$ cat config.mk
export PLATFORM = sky130hd
export DESIGN_NAME = corexy_accel_step_generator_core_flat
export DESIGN_NICKNAME = d
export VERILOG_FILES = /design/src/hdl/cxs_pkg.sv /design/src/hdl/cxs_ifs.sv /design/src/hdl/cxs_ctrl.sv /design/src/hdl/cxs_dp.sv /design/src/hdl/corexy_accel_step_generator_core.sv /design/src/flat_wrapper.sv
export SDC_FILE = /design/constraint.sdc
export NUM_CORES = 2
export LEC_CHECK = 0
export BUFFER_PORTS_ARGS = -buffer_cell sky130_fd_sc_hd__buf_4
export CAP_MARGIN = 20
export CORE_UTILIZATION = 44
export DETAILED_ROUTE_END_ITERATION = 8
export HOLD_SLACK_MARGIN = 0.1
export PLACE_DENSITY = 0.6
export SYNTH_ARGS = -nofsm -noshare
export SYNTH_HDL_FRONTEND = slang
export SYNTH_HIERARCHICAL = 1
export SYNTH_SLANG_ARGS = --single-unit
$ cat constraint.sdc
create_clock -name clk -period 23.4 [get_ports clk]
set_clock_uncertainty 0.15 [all_clocks]
set_input_delay 4.68 -clock clk [delete_from_list [all_inputs] [get_ports clk]]
set_output_delay 4.68 -clock clk [all_outputs]
set_load 0.02 [all_outputs]
$ cat src/hdl/cxs_pkg.sv
// Shared constants, types and command/status structs for the CoreXY step generator.
package cxs_pkg;

	localparam int STEP_COUNT_BITS = 17;
	localparam int PROFILE_BITS    = 24;
	localparam int STEP_IN_BITS    = 18;

	localparam logic [STEP_COUNT_BITS-1:0] COUNT_MAX = {STEP_COUNT_BITS{1'b1}};
	localparam logic [PROFILE_BITS-1:0]    PROF_MAX  = {PROFILE_BITS{1'b1}};

	// divider and square root geometry
	localparam int DIV_NUM_W  = 54;
	localparam int DIV_DEN_W  = 32;
	localparam int DIV_ITERS  = 54;
	localparam int SQ_W       = 58;
	localparam int SQRT_ITERS = 29;
	localparam int RATE_W     = 29;
	localparam int CNT_W      = 6;
	localparam int T_W        = 41;

	// 500000^2 * 2^16, Q16 square of the rate numerator
	localparam logic [DIV_NUM_W-1:0] R0_NUM   = 54'd16384000000000000;
	// 500000 in Q8
	localparam logic [DIV_NUM_W-1:0] RATE_NUM = 54'd128000000;
	localparam logic [T_W-1:0]       T_SAT    = 41'h100_0000_0000;
	localparam logic [SQ_W-1:0]      SQRT_TOP = 58'h100_0000_0000_0000;

	// register map (word index)
	localparam logic [1:0] REG_FAST  = 2'd0;
	localparam logic [1:0] REG_START = 2'd1;
	localparam logic [1:0] REG_ACCEL = 2'd2;

	localparam logic [15:0] FAST_RST  = 16'd50;
	localparam logic [15:0] START_RST = 16'd600;
	localparam logic [16:0] ACCEL_RST = 17'd10000;

	typedef enum logic [1:0] {
		DSEL_R0   = 2'd0,
		DSEL_RMAX = 2'd1,
		DSEL_D    = 2'd2
	} div_sel_t;

	typedef struct packed {
		logic     capture;
		logic     prep;
		logic     mul;
		logic     div_load;
		div_sel_t div_sel;
		logic     div_step;
		logic     sqrt_load;
		logic     sqrt_step;
		logic     commit;
	} cxs_cmd_t;

	typedef struct packed {
		logic needs_ramp;
	} cxs_stat_t;

endpackage

$ cat src/hdl/cxs_ifs.sv
// Valid/ready channel interfaces for step items and result words.
interface cxs_item_if;
	import cxs_pkg::*;
	logic                           valid;
	logic                           ready;
	logic                           cmd;
	logic signed [STEP_IN_BITS-1:0] a_steps;
	logic signed [STEP_IN_BITS-1:0] b_steps;
	logic                           restart_profile;
	logic [PROFILE_BITS-1:0]        profile_total;
	logic                           abort;

	modport source (output valid, cmd, a_steps, b_steps, restart_profile, profile_total, abort,
		input ready);
	modport sink (input valid, cmd, a_steps, b_steps, restart_profile, profile_total, abort,
		output ready);
endinterface

interface cxs_res_if;
	import cxs_pkg::*;
	logic                       valid;
	logic                       ready;
	logic                       step_a;
	logic                       step_b;
	logic                       dir_a;
	logic                       dir_b;
	logic [15:0]                half_period_us;
	logic [STEP_COUNT_BITS-1:0] completed_steps;
	logic                       done_res;
	logic                       aborted;

	modport source (output valid, step_a, step_b, dir_a, dir_b, half_period_us,
		completed_steps, done_res, aborted, input ready);
	modport sink (input valid, step_a, step_b, dir_a, dir_b, half_period_us,
		completed_steps, done_res, aborted, output ready);
endinterface

$ cat src/hdl/cxs_ctrl.sv
// Controller: sequences capture, ramp math, divider/sqrt iterations and commit.
module cxs_ctrl import cxs_pkg::*; (
	input  logic      clk,
	input  logic      arst_n,
	input  logic      in_valid,
	output logic      in_ready,
	output logic      out_valid,
	input  logic      out_ready,
	input  cxs_stat_t stat,
	output cxs_cmd_t  cmd
);

	typedef enum logic [7:0] {
		S_IDLE   = 8'b0000_0001,
		S_PREP   = 8'b0000_0010,
		S_MUL    = 8'b0000_0100,
		S_DIV0   = 8'b0000_1000,
		S_SQRT   = 8'b0001_0000,
		S_DIV1   = 8'b0010_0000,
		S_DIV2   = 8'b0100_0000,
		S_COMMIT = 8'b1000_0000
	} state_t;

	state_t             state_q, state_d;
	logic [CNT_W-1:0]   cnt_q, cnt_d;
	logic               out_valid_q;
	logic               out_free;

	assign out_free  = !out_valid_q || out_ready;
	assign in_ready  = (state_q == S_IDLE);
	assign out_valid = out_valid_q;

	// next state and commands
	always_comb begin
		state_d = state_q;
		cnt_d   = cnt_q;
		cmd     = '0;
		cmd.div_sel = DSEL_R0;
		unique case (state_q)
			S_IDLE: begin
				if (in_valid) begin
					cmd.capture = 1'b1;
					state_d     = S_PREP;
				end
			end
			S_PREP: begin
				cmd.prep = 1'b1;
				state_d  = stat.needs_ramp ? S_MUL : S_COMMIT;
			end
			S_MUL: begin
				cmd.mul      = 1'b1;
				cmd.div_load = 1'b1;
				cmd.div_sel  = DSEL_R0;
				cnt_d        = '0;
				state_d      = S_DIV0;
			end
			S_DIV0: begin
				if (cnt_q == CNT_W'(DIV_ITERS)) begin
					cmd.sqrt_load = 1'b1;
					cnt_d         = '0;
					state_d       = S_SQRT;
				end else begin
					cmd.div_step = 1'b1;
					cnt_d        = cnt_q + 1'b1;
				end
			end
			S_SQRT: begin
				if (cnt_q == CNT_W'(SQRT_ITERS)) begin
					cmd.div_load = 1'b1;
					cmd.div_sel  = DSEL_RMAX;
					cnt_d        = '0;
					state_d      = S_DIV1;
				end else begin
					cmd.sqrt_step = 1'b1;
					cnt_d         = cnt_q + 1'b1;
				end
			end
			S_DIV1: begin
				if (cnt_q == CNT_W'(DIV_ITERS)) begin
					cmd.div_load = 1'b1;
					cmd.div_sel  = DSEL_D;
					cnt_d        = '0;
					state_d      = S_DIV2;
				end else begin
					cmd.div_step = 1'b1;
					cnt_d        = cnt_q + 1'b1;
				end
			end
			S_DIV2: begin
				if (cnt_q == CNT_W'(DIV_ITERS)) begin
					state_d = S_COMMIT;
				end else begin
					cmd.div_step = 1'b1;
					cnt_d        = cnt_q + 1'b1;
				end
			end
			S_COMMIT: begin
				if (out_free) begin
					cmd.commit = 1'b1;
					state_d    = S_IDLE;
				end
			end
			default: begin
				state_d = S_IDLE;
			end
		endcase
	end

	always_ff @(posedge clk or negedge arst_n) begin
		if (!arst_n) begin
			state_q     <= S_IDLE;
			cnt_q       <= '0;
			out_valid_q <= 1'b0;
		end else begin
			state_q <= state_d;
			cnt_q   <= cnt_d;
			if (cmd.commit)
				out_valid_q <= 1'b1;
			else if (out_ready)
				out_valid_q <= 1'b0;
		end
	end

endmodule

$ cat src/hdl/cxs_dp.sv
// Datapath: move state, Bresenham update, ramp limit, shared divider and square root.
module cxs_dp import cxs_pkg::*; (
	input  logic                           clk,
	input  logic                           arst_n,
	input  cxs_cmd_t                       cmd,
	output cxs_stat_t                      stat,
	// configuration
	input  logic [15:0]                    fast_delay_us,
	input  logic [15:0]                    start_delay_us,
	input  logic [16:0]                    accel_steps_per_s2,
	// input word fields
	input  logic                           in_cmd,
	input  logic signed [STEP_IN_BITS-1:0] in_a_steps,
	input  logic signed [STEP_IN_BITS-1:0] in_b_steps,
	input  logic                           in_restart,
	input  logic [PROFILE_BITS-1:0]        in_total,
	input  logic                           in_abort,
	// result word fields
	output logic                           step_a,
	output logic                           step_b,
	output logic                           dir_a,
	output logic                           dir_b,
	output logic [15:0]                    half_period_us,
	output logic [STEP_COUNT_BITS-1:0]     completed_steps,
	output logic                           done_res,
	output logic                           aborted
);

	// captured word
	logic                       cmd_q, restart_q, abort_q;
	logic [STEP_IN_BITS-1:0]    a_raw_q, b_raw_q;
	logic [PROFILE_BITS-1:0]    total_q;

	// move state
	logic [STEP_COUNT_BITS-1:0] a_count_q, b_count_q, move_len_q, done_cnt_q;
	logic [STEP_COUNT_BITS:0]   a_acc_q, b_acc_q;
	logic [PROFILE_BITS-1:0]    pos_q, plen_q;
	logic [1:0]                 dir_q;
	logic                       active_q;

	// math registers
	logic [15:0]                f_eff_q, s_eff_q;
	logic [PROFILE_BITS-1:0]    lim_q;
	logic [T_W-1:0]             t_q;
	logic [DIV_NUM_W-1:0]       num_q;
	logic [DIV_DEN_W-1:0]       rem_q, den_q;
	logic [SQ_W-1:0]            v_q, res_q, bit_q;
	logic [RATE_W-1:0]          r_q;

	assign stat.needs_ramp = cmd_q && active_q && !abort_q;

	// load-time decode of counts
	function automatic logic [STEP_COUNT_BITS-1:0] mag(input logic [STEP_IN_BITS-1:0] v);
		logic [STEP_IN_BITS-1:0] m;
		m = v[STEP_IN_BITS-1] ? (~v + 1'b1) : v;
		return m[STEP_IN_BITS-1] ? COUNT_MAX : m[STEP_COUNT_BITS-1:0];
	endfunction

	logic [STEP_COUNT_BITS-1:0] a_mag, b_mag, new_len;
	assign a_mag   = mag(a_raw_q);
	assign b_mag   = mag(b_raw_q);
	assign new_len = (a_mag > b_mag) ? a_mag : b_mag;

	// ramp limit: min(pos+1, len-pos) on clamped position, zero when len is zero
	logic [PROFILE_BITS-1:0] p_cl, from_c, to_c, lim_c;
	assign p_cl   = (pos_q < plen_q) ? pos_q : (plen_q - 1'b1);
	assign from_c = p_cl + 1'b1;
	assign to_c   = plen_q - p_cl;
	assign lim_c  = (plen_q == '0) ? '0 : ((from_c < to_c) ? from_c : to_c);

	// 2*A*L, saturated; operands widened so the full product is kept
	logic [T_W:0] t_full;
	assign t_full = ({(T_W+1-17)'(0), accel_steps_per_s2} *
		{(T_W+1-PROFILE_BITS)'(0), lim_q}) << 1;

	// capped rate and divider operands
	logic [RATE_W-1:0] r_cap;
	always_comb begin
		r_cap = (num_q < {(DIV_NUM_W-RATE_W)'(0), r_q}) ? num_q[RATE_W-1:0] : r_q;
		if (r_cap == '0)
			r_cap = RATE_W'(1);
	end

	logic [DIV_NUM_W-1:0] div_num_c;
	logic [DIV_DEN_W-1:0] div_den_c;
	always_comb begin
		case (cmd.div_sel)
			DSEL_R0: begin
				div_num_c = R0_NUM;
				div_den_c = s_eff_q * s_eff_q;
			end
			DSEL_RMAX: begin
				div_num_c = RATE_NUM;
				div_den_c = {(DIV_DEN_W-16)'(0), f_eff_q};
			end
			default: begin
				div_num_c = RATE_NUM + {(DIV_NUM_W-RATE_W+1)'(0), r_cap[RATE_W-1:1]};
				div_den_c = {(DIV_DEN_W-RATE_W)'(0), r_cap};
			end
		endcase
	end

	// restoring divide, one quotient bit per cycle
	logic [DIV_DEN_W:0] trial;
	logic               q_bit;
	assign trial = {rem_q, num_q[DIV_NUM_W-1]};
	assign q_bit = (trial >= {1'b0, den_q});

	// bitwise square root
	logic [SQ_W-1:0] sq_try;
	assign sq_try = res_q + bit_q;

	// step result
	logic [STEP_COUNT_BITS:0] a_sum, b_sum;
	logic [STEP_COUNT_BITS-1:0] done_inc;
	logic [DIV_NUM_W-1:0] d_lo;
	logic [15:0]          d_out;
	assign a_sum    = a_acc_q + {1'b0, a_count_q};
	assign b_sum    = b_acc_q + {1'b0, b_count_q};
	assign done_inc = done_cnt_q + 1'b1;
	assign d_lo     = (num_q < {(DIV_NUM_W-16)'(0), f_eff_q}) ? {(DIV_NUM_W-16)'(0), f_eff_q} : num_q;
	assign d_out    = (d_lo > {(DIV_NUM_W-16)'(0), s_eff_q}) ? s_eff_q : d_lo[15:0];

	// captured word and math registers
	always_ff @(posedge clk) begin
		if (cmd.capture) begin
			cmd_q     <= in_cmd;
			a_raw_q   <= in_a_steps;
			b_raw_q   <= in_b_steps;
			restart_q <= in_restart;
			total_q   <= in_total;
			abort_q   <= in_abort;
		end
		if (cmd.prep) begin
			f_eff_q <= (fast_delay_us == '0) ? 16'd1 : fast_delay_us;
			s_eff_q <= (start_delay_us == '0) ? 16'd1 : start_delay_us;
			lim_q   <= lim_c;
		end
		if (cmd.mul)
			t_q <= (t_full > {1'b0, T_SAT}) ? T_SAT : t_full[T_W-1:0];
		if (cmd.div_load) begin
			num_q <= div_num_c;
			den_q <= div_den_c;
			rem_q <= '0;
			if (cmd.div_sel == DSEL_RMAX)
				r_q <= res_q[RATE_W-1:0];
		end else if (cmd.div_step) begin
			num_q <= {num_q[DIV_NUM_W-2:0], q_bit};
			rem_q <= q_bit ? DIV_DEN_W'(trial - {1'b0, den_q}) : trial[DIV_DEN_W-1:0];
		end
		if (cmd.sqrt_load) begin
			v_q   <= {(SQ_W-DIV_NUM_W)'(0), num_q} + {1'b0, t_q, 16'd0};
			res_q <= '0;
			bit_q <= SQRT_TOP;
		end else if (cmd.sqrt_step) begin
			if (v_q >= sq_try) begin
				v_q   <= v_q - sq_try;
				res_q <= (res_q >> 1) + bit_q;
			end else begin
				res_q <= res_q >> 1;
			end
			bit_q <= bit_q >> 2;
		end
	end

	// move state and result word
	always_ff @(posedge clk or negedge arst_n) begin
		if (!arst_n) begin
			a_count_q  <= '0;
			b_count_q  <= '0;
			a_acc_q    <= '0;
			b_acc_q    <= '0;
			move_len_q <= '0;
			done_cnt_q <= '0;
			pos_q      <= '0;
			plen_q     <= '0;
			dir_q      <= '0;
			active_q   <= 1'b0;
		end else if (cmd.commit) begin
			if (!cmd_q) begin
				dir_q      <= {~b_raw_q[STEP_IN_BITS-1], ~a_raw_q[STEP_IN_BITS-1]};
				a_count_q  <= a_mag;
				b_count_q  <= b_mag;
				move_len_q <= new_len;
				a_acc_q    <= '0;
				b_acc_q    <= '0;
				done_cnt_q <= '0;
				if (restart_q) begin
					pos_q  <= '0;
					plen_q <= total_q;
				end
				active_q <= (new_len != '0);
			end else if (active_q && abort_q) begin
				active_q <= 1'b0;
			end else if (active_q) begin
				a_acc_q <= (a_sum >= {1'b0, move_len_q}) ? a_sum - {1'b0, move_len_q} : a_sum;
				b_acc_q <= (b_sum >= {1'b0, move_len_q}) ? b_sum - {1'b0, move_len_q} : b_sum;
				if (pos_q != PROF_MAX)
					pos_q <= pos_q + 1'b1;
				done_cnt_q <= done_inc;
				if (done_inc >= move_len_q)
					active_q <= 1'b0;
			end
		end
	end

	always_ff @(posedge clk) begin
		if (cmd.commit) begin
			step_a         <= 1'b0;
			step_b         <= 1'b0;
			half_period_us <= '0;
			aborted        <= 1'b0;
			if (!cmd_q) begin
				dir_a           <= ~a_raw_q[STEP_IN_BITS-1];
				dir_b           <= ~b_raw_q[STEP_IN_BITS-1];
				completed_steps <= '0;
				done_res        <= (new_len == '0);
			end else begin
				dir_a           <= dir_q[0];
				dir_b           <= dir_q[1];
				completed_steps <= done_cnt_q;
				done_res        <= 1'b1;
				if (active_q && abort_q) begin
					aborted <= 1'b1;
				end else if (active_q) begin
					step_a          <= (a_sum >= {1'b0, move_len_q});
					step_b          <= (b_sum >= {1'b0, move_len_q});
					half_period_us  <= d_out;
					completed_steps <= done_inc;
					done_res        <= (done_inc >= move_len_q);
				end
			end
		end
	end

endmodule

$ cat src/hdl/corexy_accel_step_generator_core.sv
// Top level: APB configuration registers, controller and datapath of the step generator.
//
// channel   dir  handshake      word
// step_in   in   valid/ready    cmd, a_steps, b_steps, restart_profile, profile_total, abort
// res_out   out  valid/ready    step_a, step_b, dir_a, dir_b, half_period_us,
//                               completed_steps, done_res, aborted
// apb       in   psel/penable   fast_delay_us, start_delay_us, accel_steps_per_s2
//
// A step word with an active move goes through capture, limit, multiply, a divide for the
// start rate, a square root, two more divides and commit. Load words, idle steps and aborts
// go from capture and prep straight to commit. The divides share one serial divider.
// One word is in work at a time; a finished result waits in the output register.
// arst_n clears move state and restores the register defaults.
module corexy_accel_step_generator_core import cxs_pkg::*; (
	input  logic        clk,
	input  logic        arst_n,
	cxs_item_if.sink    step_in,
	cxs_res_if.source   res_out,
	input  logic        psel,
	input  logic        penable,
	input  logic        pwrite,
	input  logic [3:0]  paddr,
	input  logic [31:0] pwdata,
	output logic [31:0] prdata,
	output logic        pready
);

	logic [15:0] fast_q, start_q;
	logic [16:0] accel_q;
	logic        wr_en;
	cxs_cmd_t    cmd;
	cxs_stat_t   stat;

	assign pready = 1'b1;
	assign wr_en  = psel && penable && pwrite;

	// configuration registers
	always_ff @(posedge clk or negedge arst_n) begin
		if (!arst_n) begin
			fast_q  <= FAST_RST;
			start_q <= START_RST;
			accel_q <= ACCEL_RST;
		end else if (wr_en) begin
			unique case (paddr[3:2])
				REG_FAST:  fast_q  <= pwdata[15:0];
				REG_START: start_q <= pwdata[15:0];
				REG_ACCEL: accel_q <= pwdata[16:0];
				default: ;
			endcase
		end
	end

	// read back
	always_comb begin
		unique case (paddr[3:2])
			REG_FAST:  prdata = {16'd0, fast_q};
			REG_START: prdata = {16'd0, start_q};
			REG_ACCEL: prdata = {15'd0, accel_q};
			default:   prdata = '0;
		endcase
	end

	cxs_ctrl u_ctrl (
		.clk       (clk),
		.arst_n    (arst_n),
		.in_valid  (step_in.valid),
		.in_ready  (step_in.ready),
		.out_valid (res_out.valid),
		.out_ready (res_out.ready),
		.stat      (stat),
		.cmd       (cmd)
	);

	cxs_dp u_dp (
		.clk                (clk),
		.arst_n             (arst_n),
		.cmd                (cmd),
		.stat               (stat),
		.fast_delay_us      (fast_q),
		.start_delay_us     (start_q),
		.accel_steps_per_s2 (accel_q),
		.in_cmd             (step_in.cmd),
		.in_a_steps         (step_in.a_steps),
		.in_b_steps         (step_in.b_steps),
		.in_restart         (step_in.restart_profile),
		.in_total           (step_in.profile_total),
		.in_abort           (step_in.abort),
		.step_a             (res_out.step_a),
		.step_b             (res_out.step_b),
		.dir_a              (res_out.dir_a),
		.dir_b              (res_out.dir_b),
		.half_period_us     (res_out.half_period_us),
		.completed_steps    (res_out.completed_steps),
		.done_res           (res_out.done_res),
		.aborted            (res_out.aborted)
	);

endmodule

$ cat src/flat_wrapper.sv
// flat-port wrapper written by rule: the top's interface ports become plain ports
module corexy_accel_step_generator_core_flat import cxs_pkg::*;
  (clk, arst_n, psel, penable, pwrite, paddr, pwdata, prdata, pready, step_in_valid, step_in_cmd, step_in_a_steps, step_in_b_steps, step_in_restart_profile, step_in_profile_total, step_in_abort, step_in_ready, res_out_valid, res_out_step_a, res_out_step_b, res_out_dir_a, res_out_dir_b, res_out_half_period_us, res_out_completed_steps, res_out_done_res, res_out_aborted, res_out_ready);
  cxs_item_if step_in_i ();
  cxs_res_if res_out_i ();
  input  logic clk;
  input  logic arst_n;
  input  logic psel;
  input  logic penable;
  input  logic pwrite;
  input  logic [3:0] paddr;
  input  logic [31:0] pwdata;
  output logic [31:0] prdata;
  output logic pready;
  input wire logic [$bits(step_in_i.valid)-1:0] step_in_valid;
  input wire logic [$bits(step_in_i.cmd)-1:0] step_in_cmd;
  input wire logic [$bits(step_in_i.a_steps)-1:0] step_in_a_steps;
  input wire logic [$bits(step_in_i.b_steps)-1:0] step_in_b_steps;
  input wire logic [$bits(step_in_i.restart_profile)-1:0] step_in_restart_profile;
  input wire logic [$bits(step_in_i.profile_total)-1:0] step_in_profile_total;
  input wire logic [$bits(step_in_i.abort)-1:0] step_in_abort;
  output wire logic [$bits(step_in_i.ready)-1:0] step_in_ready;
  output wire logic [$bits(res_out_i.valid)-1:0] res_out_valid;
  output wire logic [$bits(res_out_i.step_a)-1:0] res_out_step_a;
  output wire logic [$bits(res_out_i.step_b)-1:0] res_out_step_b;
  output wire logic [$bits(res_out_i.dir_a)-1:0] res_out_dir_a;
  output wire logic [$bits(res_out_i.dir_b)-1:0] res_out_dir_b;
  output wire logic [$bits(res_out_i.half_period_us)-1:0] res_out_half_period_us;
  output wire logic [$bits(res_out_i.completed_steps)-1:0] res_out_completed_steps;
  output wire logic [$bits(res_out_i.done_res)-1:0] res_out_done_res;
  output wire logic [$bits(res_out_i.aborted)-1:0] res_out_aborted;
  input wire logic [$bits(res_out_i.ready)-1:0] res_out_ready;
  assign step_in_i.valid = step_in_valid;
  assign step_in_i.cmd = step_in_cmd;
  assign step_in_i.a_steps = step_in_a_steps;
  assign step_in_i.b_steps = step_in_b_steps;
  assign step_in_i.restart_profile = step_in_restart_profile;
  assign step_in_i.profile_total = step_in_profile_total;
  assign step_in_i.abort = step_in_abort;
  assign step_in_ready = step_in_i.ready;
  assign res_out_valid = res_out_i.valid;
  assign res_out_step_a = res_out_i.step_a;
  assign res_out_step_b = res_out_i.step_b;
  assign res_out_dir_a = res_out_i.dir_a;
  assign res_out_dir_b = res_out_i.dir_b;
  assign res_out_half_period_us = res_out_i.half_period_us;
  assign res_out_completed_steps = res_out_i.completed_steps;
  assign res_out_done_res = res_out_i.done_res;
  assign res_out_aborted = res_out_i.aborted;
  assign res_out_i.ready = res_out_ready;
  corexy_accel_step_generator_core u_core (.clk(clk), .arst_n(arst_n), .step_in(step_in_i), .res_out(res_out_i), .psel(psel), .penable(penable), .pwrite(pwrite), .paddr(paddr), .pwdata(pwdata), .prdata(prdata), .pready(pready));
endmodule
==> qor.csv <==
metric;value;unit
status;complete, no violations;
viasPerCell;5.625;
ios;180;
fin_crit_sh;48.83;%
cts_tree;done;
antenna_found_initial;3;
async_reset_ff_share;30.89;%
critical_path.max_fanout;21;
fin_nets;9021;
ctsHoldBuffers;0;
max-cap-violations;0;
fp.dieArea;161000;um2
drtPass1Iterations;6;
slew_headroom;25.15;%
postCtsSetupRepairBufs;0;
synth_top_family_by_area;adder cells;
rsz0062_at_grt;no;
drc;0;
die_h;401.2;um
synthSimpleGateAreaFrac;16.17;%
min_period;11430;ps
post-route-util;48.05;%
required;18570;ps
grt_max_degree;99;
hold_viol;0;
crit_cells;5;
critPathLaunchType;input pin;
place_hpwl;145000;um
cpPeakStageDelay;840;ps
numCtsBuffers;86;
htree_levels;3;
crit_path_end;prdata[12];
crit_buf_inv;2;
startpoint;paddr[2];
finalSetupTns;0;ps
synth_compound_area_share;15.20;%
setup_viol;0;
synth-seq-cells;709;
end_kind;output port;
avgSynthCellArea;8.968;um2
insertion_delay;730;ps
worst_hold_slack;299.1;ps
grt_use_total;23.41;%
layout_commonest_cell;inv_1;
fmax;87.52;MHz
design.core.area;158200;um2
grt_pass1_wl;304000;um
wl;188200;um
num_vias;55792;
path_clk_slew;60;ps
worst_path_max_delay_cell;nor2b_2;
syn_area;70110;um2
slew_violations;0;
die_width;401.2;um
final_cell_mix;871 x inv_1, 869 x nand2_1, 642 x ha_1;
rr_endpoint;u_core/u_dp/t_q[27]$_SDFFCE_PN0P_;
clock_path_buffers;3;
worst_pin_slew;1123;ps
grt-ovfl-total;0;
ff2ff_path_depth;25;
start_util;44.32;%
critPathKind;in2out;
yosysWarnings;6;
yosys.area_share.xor_xnor;5.259;%
grt_pass1_vias;56281;
clkSinkCount;709;
syn2layout_area_growth;8.405;%
first_iter_violations;3712;
seq_area_frac_synth;27.13;%
row_count;146;
reg2reg_slack;14010;ps
syn_inst;7818;
dp_slack;12080;ps
crit_chain;buf_4, nor2b_2, nand2_1, o21ai_0, buf_4;
root_buffer;clkbuf_16;
cts_resized;0;
place_congestion;0.9150;
cp_top_family;simple AND/OR/NAND/NOR gates;
ant_nets;0;
synth_edf_count;371;
critical_path.most_common_cell;buf_4;
worst_ep_arrival_time;6600;ps
hp-class;reg2reg;
synthFlopType;edfxtp_1;
timing.rr.start;u_core/accel_q[7]$_DFFE_PN0P_;
synthMuxAreaShare;3.685;%
synth_fa_ha_area_share;25.76;%
drive_gt1_share;7.125;%
ys_types;108;
wire_per_inst;18.97;um
port_buffers;146;
fin_ws;11970;ps
metal layers:
layer / vias up / track usage, % / share of wire (%)
met5: - / 0 / 0
met1: 27318 / 29.81 / 43
met4: 0 / 8.422 / 3.6
met2: 1343 / 40.55 / 49
li1: 26783 / - / -
met3: 348 / 3.015 / 4.7
registers in the layout, indices dropped and copies added (netlist names), 24 cells and up:
register,cells
u_core/u_dp/den_q,32
u_core/u_dp/lim_q,24
u_core/u_dp/plen_q,24
u_core/u_dp/bit_q,29
u_core/u_dp/num_q,54
u_core/u_dp/res_q,58
u_core/u_dp/total_q,24
u_core/u_dp/rem_q,32
u_core/u_dp/v_q,58
u_core/u_dp/t_q,40
u_core/u_dp/pos_q,24
u_core/u_dp/r_q,29
through the flow:
step,cells,cell area (um2)
2_1_floorplan,7832,70170
3_3_place_gp,9755,72960
3_5_place_dp,9755,72960
4_1_cts,9917,75980
5_1_grt,9918,76010
6_report,9919,76010
tightest hold or removal path: stages, from the launching register on:
cell and delay (ps):
edfxtp_1 320, nand2_1 40, o21ai_0 50
synthesized netlist by cell type, types with 151 or more instances:
cell	instances	area, um2
edfxtp_1	371	11140
ha_1	642	8033
xnor2_1	229	2006
inv_1	873	3277
a21oi_1	402	2012
fa_1	501	10030
and2_1	189	1182
clkbuf_1	287	1077
a21o_1	151	1134
nor2_1	593	2226
xor2_1	192	1682
dfrtp_1	206	5155
nand2_1	870	3266
o21ai_0	435	2177
how the worst min path moves through the flow:
stage,from,cells past startpoint,endpoint,slack (ps)
after global routing,u_core/u_dp/total_q[0]$_DFFE_PP_,2,u_core/u_dp/plen_q[0]$_DFFE_PN0P_,320
after floorplan,u_core/u_dp/total_q[0]$_DFFE_PP_,2,u_core/u_dp/plen_q[0]$_DFFE_PN0P_,280
after global placement,u_core/u_dp/total_q[20]$_DFFE_PP_,2,u_core/u_dp/plen_q[20]$_DFFE_PN0P_,290
final,u_core/u_dp/total_q[8]$_DFFE_PP_,2,u_core/u_dp/plen_q[8]$_DFFE_PN0P_,300
after detailed placement,u_core/u_dp/total_q[4]$_DFFE_PP_,2,u_core/u_dp/plen_q[4]$_DFFE_PN0P_,290
after CTS,u_core/u_dp/total_q[4]$_DFFE_PP_,2,u_core/u_dp/plen_q[4]$_DFFE_PN0P_,310
cells by family (layout without fill, tap and decap cells):
| logic type | Yosys count | after routing |
|---|---|---|
| adder cells (fa/ha/maj) | 1143 | 1143 |
| AND/OR/NAND/NOR | 2409 | 2409 |
| buffers and inverters | 1232 | 1246 |
| XOR/XNOR | 421 | 421 |
| other | 2 | 17 |
| multiplexers | 242 | 242 |
| AO/OA/AOI/OAI | 1660 | 1660 |
| flip-flops | 709 | 709 |
layout make-up:
cell class,count,area (um2)
flip-flops and latches,709,19020
fillers,14991,82190
inverters,884,3318
diodes,1,2.502
repair buffers,200,1529
clock inverters,51,659.4
multi-input cells,5891,46530
clock buffers,111,2357
well taps,2072,2592
Power is not shown: default switching activity piles up to over one toggle a cycle in this logic, so the estimate is an artifact.
